$ cat src/hdl/rss_pkg.sv
// shared record types and command codes for the record selection sort block
package rss_pkg;

  localparam int unsigned KeyW    = 24;
  localparam int unsigned TagW    = 16;
  localparam int unsigned EnrollW = 10;

  // one stored record: key plus payload
  typedef struct packed {
    logic [KeyW-1:0]    key;
    logic [TagW-1:0]    tag;
    logic [EnrollW-1:0] cur_enroll;
    logic [EnrollW-1:0] max_enroll;
    logic [EnrollW-1:0] waitlist;
    logic               online;
  } rec_t;

  // write port source select
  typedef enum logic [1:0] {
    WR_NONE = 2'd0,
    WR_LOAD = 2'd1,
    WR_BEST = 2'd2,
    WR_POS  = 2'd3
  } wr_sel_e;

  // controller to datapath commands
  typedef struct packed {
    logic    rd_en;
    logic    ld_pass;
    logic    cmp_en;
    wr_sel_e wr_sel;
    logic    emit;
    logic    last;
  } dp_cmd_t;

endpackage

$ cat src/hdl/rss_ctrl.sv
// sequencer for load, selection passes, swaps and emission
module rss_ctrl #(
  parameter int unsigned DEPTH = 64,
  parameter int unsigned AW    = $clog2(DEPTH),
  parameter int unsigned CW    = $clog2(DEPTH + 1)
) (
  input  logic             clk_i,
  input  logic             rst_ni,
  input  logic             start_i,
  input  logic             last_i,
  output logic             busy_o,
  output rss_pkg::dp_cmd_t cmd_o,
  output logic [AW-1:0]    rd_addr_o,
  output logic [AW-1:0]    wr_addr_o,
  output logic [AW-1:0]    idx_o
);

  typedef enum logic [8:0] {
    ST_IDLE     = 9'b000000001,
    ST_PASS_RD  = 9'b000000010,
    ST_PASS_LD  = 9'b000000100,
    ST_SCAN_RD  = 9'b000001000,
    ST_SCAN_CMP = 9'b000010000,
    ST_SWAP_A   = 9'b000100000,
    ST_SWAP_B   = 9'b001000000,
    ST_EMIT_RD  = 9'b010000000,
    ST_EMIT_OUT = 9'b100000000
  } state_e;

  state_e        state_q, state_d;
  logic [CW-1:0] cnt_q, cnt_d;
  logic [CW-1:0] n_q, n_d;
  logic [AW-1:0] pos_q, pos_d;
  logic [AW-1:0] scan_q, scan_d;

  logic          full;
  logic [CW-1:0] cnt_inc;
  logic          scan_end;

  assign full     = cnt_q == CW'(DEPTH);
  assign cnt_inc  = full ? cnt_q : cnt_q + CW'(1);
  assign scan_end = CW'(scan_q) == n_q - CW'(1);

  // next state and commands
  always_comb begin
    state_d   = state_q;
    cnt_d     = cnt_q;
    n_d       = n_q;
    pos_d     = pos_q;
    scan_d    = scan_q;
    cmd_o     = '0;
    rd_addr_o = scan_q;
    wr_addr_o = pos_q;
    idx_o     = scan_q;
    case (state_q)
      ST_IDLE: begin
        if (start_i) begin
          if (!full) begin
            cmd_o.wr_sel = rss_pkg::WR_LOAD;
            wr_addr_o    = cnt_q[AW-1:0];
          end
          if (last_i) begin
            n_d    = cnt_inc;
            cnt_d  = '0;
            pos_d  = '0;
            scan_d = '0;
            state_d = (cnt_inc > CW'(1)) ? ST_PASS_RD : ST_EMIT_RD;
          end else begin
            cnt_d = cnt_inc;
          end
        end
      end
      ST_PASS_RD: begin
        cmd_o.rd_en = 1'b1;
        rd_addr_o   = pos_q;
        state_d     = ST_PASS_LD;
      end
      ST_PASS_LD: begin
        cmd_o.ld_pass = 1'b1;
        idx_o         = pos_q;
        scan_d        = pos_q + AW'(1);
        state_d       = ST_SCAN_RD;
      end
      ST_SCAN_RD: begin
        cmd_o.rd_en = 1'b1;
        state_d     = ST_SCAN_CMP;
      end
      ST_SCAN_CMP: begin
        cmd_o.cmp_en = 1'b1;
        if (scan_end) begin
          state_d = ST_SWAP_A;
        end else begin
          scan_d  = scan_q + AW'(1);
          state_d = ST_SCAN_RD;
        end
      end
      ST_SWAP_A: begin
        cmd_o.wr_sel = rss_pkg::WR_BEST;
        state_d      = ST_SWAP_B;
      end
      ST_SWAP_B: begin
        cmd_o.wr_sel = rss_pkg::WR_POS;
        if (CW'(pos_q) == n_q - CW'(2)) begin
          scan_d  = '0;
          state_d = ST_EMIT_RD;
        end else begin
          pos_d   = pos_q + AW'(1);
          state_d = ST_PASS_RD;
        end
      end
      ST_EMIT_RD: begin
        cmd_o.rd_en = 1'b1;
        state_d     = ST_EMIT_OUT;
      end
      ST_EMIT_OUT: begin
        cmd_o.emit = 1'b1;
        cmd_o.last = scan_end;
        if (scan_end) begin
          state_d = ST_IDLE;
        end else begin
          scan_d  = scan_q + AW'(1);
          state_d = ST_EMIT_RD;
        end
      end
      default: state_d = ST_IDLE;
    endcase
  end

  // state and counters
  always_ff @(posedge clk_i or negedge rst_ni) begin
    if (!rst_ni) begin
      state_q <= ST_IDLE;
      cnt_q   <= '0;
      n_q     <= '0;
      pos_q   <= '0;
      scan_q  <= '0;
    end else begin
      state_q <= state_d;
      cnt_q   <= cnt_d;
      n_q     <= n_d;
      pos_q   <= pos_d;
      scan_q  <= scan_d;
    end
  end

  assign busy_o = state_q != ST_IDLE;

endmodule

$ cat config.mk
export PLATFORM = sky130hd
export DESIGN_NAME = rss_ctrl
export DESIGN_NICKNAME = d
export VERILOG_FILES = /design/src/hdl/rss_pkg.sv /design/src/hdl/rss_ctrl.sv
export SDC_FILE = /design/constraint.sdc
export NUM_CORES = 1
export LEC_CHECK = 0
export BUFFER_PORTS_ARGS = -buffer_cell sky130_fd_sc_hd__buf_2
export CAP_MARGIN = 20
export CORE_ASPECT_RATIO = 0.5
export CORE_MARGIN = 2
export CORE_UTILIZATION = 25
export CTS_CLUSTER_DIAMETER = 120
export DETAILED_ROUTE_END_ITERATION = 8
export GPL_ROUTABILITY_DRIVEN = 1
export MAX_ROUTING_LAYER = met4
export SLEW_MARGIN = 10
export SYNTH_ARGS = -nofsm -noshare
export SYNTH_HDL_FRONTEND = slang
export SYNTH_SLANG_ARGS = --single-unit
$ cat constraint.sdc
create_clock -name clk_i -period 7.1 [get_ports clk_i]
set_input_delay 1.42 -clock clk_i [delete_from_list [all_inputs] [get_ports clk_i]]
set_output_delay 1.42 -clock clk_i [all_outputs]
set_load 0.1 [all_outputs]
# Word level (Yosys, flattened, before mapping)
# Index checks and enable logic that the tools add are counted.
# classes
n_addsub	5
n_lt_le_gt_ge	1
n_eq_ne	18
mux	28
reduce_logical	9
# ops
cell	n
one-hot mux 9 bit (9 select lines)	1
2-to-1 mux 6 bit	11
2-to-1 mux 8 bit	3
one-hot mux 6 bit (4 select lines)	1
2-to-1 mux 9 bit	2
== test 6 x 7 -> 1 bit	2
2-to-1 mux 7 bit	2
adder 6 x 1 -> 6 bit (second input constant)	2
one-hot mux 6 bit (2 select lines)	1
!= test 2 bit (second input constant)	5
== test 9 x 1 -> 1 bit (second input constant)	1
== test 9 x 2 -> 1 bit (second input constant)	1
== test 9 x 3 -> 1 bit (second input constant)	1
== test 9 x 4 -> 1 bit (second input constant)	1
== test 9 x 5 -> 1 bit (second input constant)	1
== test 9 x 6 -> 1 bit (second input constant)	1
== test 9 x 7 -> 1 bit (second input constant)	1
== test 9 x 8 -> 1 bit (second input constant)	1
== test 9 bit (second input constant)	1
!= test 9 x 1 -> 1 bit (second input constant)	1
adder 7 x 1 -> 7 bit (second input constant)	1
== test 7 bit (second input constant)	1
> comparator 7 x 1 -> 1 bit (second input constant)	1
subtractor 7 x 1 -> 7 bit (second input constant)	1
other kinds (12)	17
# word_totals
word_cells	66
input_bits	4
output_inout_bits	26
ff_bits	35

# Longest topological paths before layout
# Gate-level depths: netlist of run 1.
# depth
ltp_word	7
ltp_mapped	10
ltp_nobuf	8

# Worst setup path after synthesis of run 1
# OpenSTA, ideal clock, no wires.
# synth_path
path_type	input -> output
from	input start_i
to	output wr_addr_o[0]
path_slack_ps	1660
t_required_ps	5680
path_buffers	2
t_arrival_ps	4020
cell_stages	5
path_cell_list	and2_1 buf_4 nand2_1 buf_2 o21ai_0
# synth_via
elab_chain_cells	2
# synth_rtl
item	line_no	text
from (decl)	rss_ctrl.sv:9	input logic start_i,
2-to-1 mux 6 bit	rss_ctrl.sv:57	if (start_i) begin
2-to-1 mux 6 bit	rss_ctrl.sv:55	case (state_q)
to (decl)	rss_ctrl.sv:14	output logic [AW-1:0] wr_addr_o,
# Every way passes these cells.

# Worst setup path in the final report of run 1
# layout_path
from	register state_q[1]
to	output wr_addr_o[0]
# layout_via
elab_chain_cells	2
# layout_rtl
item	line_no	text
from (decl)	rss_ctrl.sv:30	state_e state_q, state_d;
from (signal assigned)	rss_ctrl.sv:138	state_q <= state_d;
== test 9 x 1 -> 1 bit	rss_ctrl.sv:55	
2-to-1 mux 6 bit	rss_ctrl.sv:55	
# Every way passes these cells.

==> key figures, run 1 <==
Outcome
  • Status: finished clean

Layout
  • Number of diodes: 0
  • Finished Layout Cells: between 400 and 500
  • Most frequent cells in the layout: 49 x nand2_1, 34 x dfrtp_1, 29 x buf_2, 26 x o21ai_0, 18 x xnor2_1
  • Final Cell Area: 0.003080 mm2
  • Area growth from synthesis to layout: 14.72%
  • Fraction of layout cells with a size suffix above 1: 18.13%
  • Most common cell after layout, fill and taps aside: nand2_1
  • Number of fillers in the final layout: around 1100
  • Nets: roughly 340

Worst hold path
  • Hold path start: cnt_q[6]
  • Hold endpoint: cnt_q[6]
  • Hold/Removal Path Class: reg2reg
  • Hold path cells: 2

Yosys
  • Cell variety after synth: between 50 and 60
  • Mapped Cells: roughly 310
  • Syn_nets: between 300 and 400
  • Sequential fraction of the synthesis area: around a third
  • Top FF cell, synth: dfrtp_1
  • Syn Area/Cell: about 8.6 um2
  • Synth Register Bits: 35
  • Cell Area, Synth: between 0.002 and 0.003 mm2
  • Post-synth EDFFs: 0
  • Yosys warns: 0
  • Fraction of registers with async set/reset: between 90% and 100%

STA
  • Max Fclk: around 230 MHz
  • Setup TNS: 0 ns
  • Worst Skew: between 0.007 and 0.008 ns
  • Worst-Margin Slew: about 0.8 ns
  • Min cycle time layout: 4.301 ns
  • Relative slew slack: a little under half
  • Setup repair after global routing missed its margin: no
  • Final setup fails: 0
  • Final Hold Viols: 0
  • Fin. max-slew vios: 0
  • Final period util: around three fifths

Power
  • Worst vdd ir: approximately 0.12 mV
  • Power Density: approximately 370 mW/mm2
  • Lkg Pwr: around 0.0014 uW
  • Design Power: 1142 uW

Placement
  • IO Port Bufs: 29
  • Placed insts: ~460
  • Post-DP HPWL: approximately 4900 um
  • GPL Wtd Cong: 0.8294
  • Dpl cell area: a little under 0.003 mm2

Floorplan
  • Die height: 77.28 um
  • Placement row count: 26
  • Die width: about 150 um
  • Initial core utilization: 26.04%
  • IO Count: 30
  • Core area: slightly above 0.01 mm2
  • Die footprint: 0.01164 mm2

Worst setup path
  • Critical path class: reg2out
  • Critical Path RT: around 5.7 ns
  • Worst R2R End: scan_q[5]
  • Reg2reg start: n_q[1]
  • Worst reg-to-reg setup slack: between 4 and 5 ns
  • FF-to-FF path depth: 8
  • CP arrival: 2.88 ns
  • CP max FO: 11
  • CP endpoint kind: primary output
  • Startpoint types: flop

CTS
  • Post-cts resize count: 0
  • Cts-stage hold buffer count: 0
  • Max Buffers Root-to-Sink: 2
  • Reg clk slew, reported paths: roughly 0.06 ns
  • CTS tree: built
  • # Post-CTS Setup Buffers: 0
  • Clk root buf: clkbuf_16
  • Worst-skew pair later-pin latency: 0.28 ns
  • TritonCTS Buffers: 5
  • CTS sink count: 35
  • CTS H-Tree Depth: 2

GRT
  • Global-route wire length before repair: between 10000 and 15000 um
  • Vias in the first global route: 2188
  • Total Routing Usage GR: about 12%
  • Largest net degree at the start of global routing: 36
  • Initial antenna violation count: 0
  • Congestion Overflow GR: 0

Drt
  • Pre-Repair DR Iteration Count: 4
  • Vias: approximately 2300
  • Initial DRC count: about 140
  • Vias per inst: about 5
  • Total wire length: 6662 um
  • ANT nets after route: 0
  • Drt drc: 0
  • Routed WL per cell: 14.14 um

Run
  • Max-Cap Viols: 0
## final cells by class
cell class | count | area (um2) | share of cell area, %
inverter | 12 | 45.04 | 1.462
tap | 140 | 175.2 | 5.686
multi-input combinational | 247 | 1669 | 54.18
clock inverter | 3 | 43.79 | 1.422
timing repair buffer | 29 | 145.1 | 4.712
sequential | 35 | 877.1 | 28.47
clock buffer | 5 | 125.1 | 4.062
## synth_stat cells (2+ instances only)
cell type,instances,area (um2)
mux2_2,8,90.09
nand3_1,10,50.05
ha_1,7,87.58
xor2_1,10,87.58
nand2_1,49,183.9
a21boi_0,2,15.01
a211oi_1,3,22.52
clkbuf_1,12,45.04
o32ai_1,5,43.79
nor2b_1,4,25.02
o21ai_0,26,130.1
and3_1,9,56.30
clkbuf_2,2,10.01
a21o_1,3,22.52
a22o_1,5,43.79
nor4b_1,3,26.28
and4_1,2,17.52
or2_2,3,18.77
and2_1,3,18.77
nor2_1,16,60.06
nand3b_1,3,22.52
nor3_1,4,20.02
o31ai_1,11,82.58
a21oi_1,7,35.03
xnor2_1,18,157.7
o31ai_4,2,42.54
dfrtp_1,34,850.8
o2111ai_1,2,17.52
a221o_1,3,30.03
nor3b_1,3,22.52
inv_1,11,41.29
nand2b_1,7,43.79
buf_2,4,20.02
## per-stage QoR
step           worst slack (ns)  utilization, %  hold WS (ns)
4_1_cts                   2.819           29.87        0.5358
6_report                  2.799           29.87        0.5354
3_5_place_dp              2.886           28.23        0.5233
2_1_floorplan             1.660               -        0.4918
5_1_grt                   2.535           29.87        0.6145
3_3_place_gp              2.921           28.23        0.5178
## kinds of logic (layout without fill, tap and decap cells)
| kind of cell | count (synthesis) | count (layout) | synth area share (%) |
|---|---|---|---|
| flops | 35 | 35 | 32.67 |
| simple gates | 127 | 127 | 25.68 |
| buf+inv | 32 | 49 | 5.172 |
| compound gates | 76 | 76 | 20.36 |
| fa+ha+maj | 7 | 7 | 3.262 |
| xor+xnor | 28 | 28 | 9.133 |
| mux | 9 | 9 | 3.728 |
## routing by layer
metal	vias up	share of wire, %	track usage [%]
met5	-	0	-
met4	0	1.1	3.019
met3	7	2.0	2.262
met2	15	48	19.64
met1	1118	49	16.20
li1	1158	-	-
## flip-flops by register name, summed over array words and instances, names as in the netlist
register,count
pos_q,6
state_q,9
n_q,7
scan_q,6
cnt_q,7
## power by group
part	total, uW	internal, uW	leakage, uW	switching, uW
Sequential	304	235	0.000472	68.4
Combinational	587	184	0.000830	403
Clock	251	165	0.0000838	85.3
Total	1140	585	0.00139	557
## worst max-delay path, cell delays in order, from the launching register on
cell	delay, ns
dfrtp_1	0.46
nor4_4	0.39
and4_1	0.41
and2_1	0.38
nand2_1	0.29
o21ai_0	0.21
buf_2	0.45
## worst max path at each step
stage / slack, ns / end / cells after the start / startpoint
global placement: 2.92 / wr_addr_o[1] / 5 / start_i
detailed placement: 2.89 / wr_addr_o[1] / 5 / start_i
CTS: 2.82 / wr_addr_o[1] / 6 / state_q[1]
finish: 2.80 / wr_addr_o[0] / 6 / state_q[1]
floorplan: 1.66 / wr_addr_o[0] / 5 / start_i
global route: 2.54 / wr_addr_o[0] / 6 / state_q[1]
(Power assumes the default switching activity.)
==> run 2, diff against run 1 <==
==> constraint.sdc (replaced) <==
create_clock -name clk_i -period 3.47 [get_ports clk_i]
set_input_delay 0.694 -clock clk_i [delete_from_list [all_inputs] [get_ports clk_i]]
set_output_delay 0.694 -clock clk_i [all_outputs]
set_load 0.1 [all_outputs]
==> run 2 against run 1 <==
Compared with the run above: hold slack worse by 0.023 ns; worst setup slack worse by 2.5 ns; utilization is 0.91 points higher; register-to-register slack worse by 3.5 ns; cell count up 0.85%; combinational power is 120% higher; die area unchanged; first-iteration DRC count rose by 5.8%; non-clock buffer count is 4 higher; critical path type unchanged; critical endpoint is now cmd_o[0].
==> key figures, run 2 (synthesis gave the netlist of run 1 again) <==
CTS
  • TritonCTS Buffers: 5 (unchanged)
  • Max Buffers Root-to-Sink: 2 (unchanged)
  • Worst-skew pair later-pin latency: 0.28 ns (about the same)
  • Clk root buf: clkbuf_16
  • CTS sink count: 35 (unchanged)
  • CTS tree: built
  • # Post-CTS Setup Buffers: 0 (unchanged)
  • CTS H-Tree Depth: 2 (unchanged)
  • Reg clk slew, reported paths: 0.06 ns (about the same)

Worst setup path
  • Worst R2R End: scan_q[5]
  • Stages on worst setup path: 7 (+1)
  • Worst reg-to-reg setup slack: 1.02 ns (-3.50 ns)
  • Critical path class: reg2out
  • CP max-delay cell: dfrtp_1
  • Max stage delay on crit path: 0.46 ns (about the same)
  • Startpoint types: flop
  • CP max FO: 6 (-5)
  • Critical path endpoint: cmd_o[0]
  • WP buf/inv: 2 (+1)
  • FF-to-FF path depth: 7 (-1)
  • Family with the most delay on the worst path: simple AND/OR/NAND/NOR gates
  • Critical Path RT: 2.78 ns (-2.90 ns)
  • CP Cell Sequence: inv_1 -> ha_1 -> nor2b_1 -> o311ai_0 -> and4_1 -> and2_1 -> clkbuf_4
  • Reg2reg start: n_q[0]
  • Crit path launch: n_q[0]
  • CP arrival: 2.47 ns (-0.41 ns)
  • CP endpoint kind: primary output

STA
  • Min cycle time layout: 3.164 ns
  • Setup repair after global routing missed its margin: no
  • Worst-Margin Slew: 0.8344 ns (+0.03658 ns)
  • Final Hold Viols: 0 (unchanged)
  • Final period util: roughly nine tenths
  • Relative slew slack: 44.38% (-2.4 points)
  • Max Fclk: between 300 and 400 MHz
  • Fin. max-slew vios: 0 (unchanged)
  • Final setup fails: 0 (unchanged)
  • Hold WS: 0.5124 ns (-0.02300 ns)
  • Worst Skew: 0.003933 ns (-0.003736 ns)

Drt
  • Initial DRC count: 147 (+5.8%)
  • Routed WL per cell: 14.15 um (about the same)
  • Vias: 2341 (+1.9%)
  • Drt drc: 0 (unchanged)
  • Vias per inst: 4.928 (+1.0%)
  • Total wire length: 6721 um (+0.89%)
  • ANT nets after route: 0 (unchanged)
  • Pre-Repair DR Iteration Count: 4 (unchanged)

Floorplan
  • Core area: 0.01031 mm2 (unchanged)
  • Die height: 77.28 um (unchanged)
  • Initial core utilization: 26.04% (unchanged)
  • Die footprint: 0.01164 mm2 (unchanged)
  • Placement row count: 26 (unchanged)
  • IO Count: 30 (unchanged)
  • Die width: 150.6 um (unchanged)

Placement
  • Dpl cell area: 0.002974 mm2 (+2.1%)
  • GPL Wtd Cong: 0.8812 (+6.2%)
  • IO Port Bufs: 29 (unchanged)
  • Post-DP HPWL: 4916 um (+1.1%)

GRT
  • Initial antenna violation count: 0 (unchanged)
  • Total Routing Usage GR: 12.27% (-0.055 points)
  • Congestion Overflow GR: 0 (unchanged)
  • Global-route wire length before repair: 11040 um (-1.0%)
  • Largest net degree at the start of global routing: 36 (unchanged)
  • Vias in the first global route: 2138 (-2.3%)

Layout
  • Most common cell after layout, fill and taps aside: nand2_1
  • Final Cell Area: 0.003174 mm2 (+3.0%)
  • Util after Layout: 30.78% (+0.91 points)
  • Nets: 345 (+1.2%)
  • Number of diodes: 0 (unchanged)
  • Most frequent cells in the layout: 49 x nand2_1, 34 x dfrtp_1, 26 x buf_2, 24 x o21ai_0, 18 x xnor2_1
  • Area growth from synthesis to layout: 18.22%
  • Largest regs: state_q x9, cnt_q x7, n_q x7
  • Largest register FFs: 9 (unchanged)
  • Fraction of layout cells with a size suffix above 1: 19.70% (+1.6 points)
  • Top reg by flops: state_q

Worst hold path
  • Hold/Removal Path Class: in2async

Outcome
  • Status: finished clean

Power
  • Design Power: 2480 uW (+120%)
  • Worst vdd ir: 0.3002 mV (+140%)
  • Power Density: 781.1 mW/mm2 (+110%)
  • Lkg Pwr: 0.001417 uW (+2.3%)

Run
  • Max-Cap Viols: 0 (unchanged)
## run 2: layer usage
layer | vias up | part of all wire, % | GRT usage (%)
met2 | 34 | 48 | 19.91
met1 | 1137 | 48 | 16.19
met4 | 0 | 1.2 | 2.830
li1 | 1162 | - | -
met3 | 8 | 2.9 | 1.786
met5 | - | 0 | -
## run 2: how the worst min path moves through the flow
stage / startpoint / to / slack [ns] / depth (start not counted)
after floorplan: rst_ni / cnt_q[0] / 0.40 / 0
after global placement: cnt_q[6] / cnt_q[6] / 0.51 / 2
after detailed placement: cnt_q[6] / cnt_q[6] / 0.53 / 2
after CTS: cnt_q[6] / cnt_q[6] / 0.54 / 2
after global routing: cnt_q[6] / cnt_q[6] / 0.58 / 2
final: rst_ni / n_q[4] / 0.51 / 1
## run 2: what timing repair did
item	CTS	global route
endpoints found under the hold margin	0	0
setup endpoints to repair	0	1
hold buffers	0	0
resized for setup	0	2
## run 2: power by group
group          switching, uW  internal, uW
Sequential               139           482
Combinational            849           421
Clock                    178           412
## run 2: cell type report
class / instances / area [um2]
timing repair buffer: 33 / 207.7
clock inverter: 3 / 67.56
fill: 1075 / 7138
tap: 140 / 175.2
sequential: 35 / 877.1
inverter: 12 / 45.04
clock buffer: 5 / 125.1
multi-input combinational: 247 / 1677
## run 2: through the flow
step                TNS [ns]  setup slack, ns  instances
floorplan            -0.5342          -0.2671        314
global placement           0           0.4746        467
detailed placement         0           0.4317        467
CTS                        0          0.09432        475
global route               0          0.09088        475
finish                     0           0.3061        475
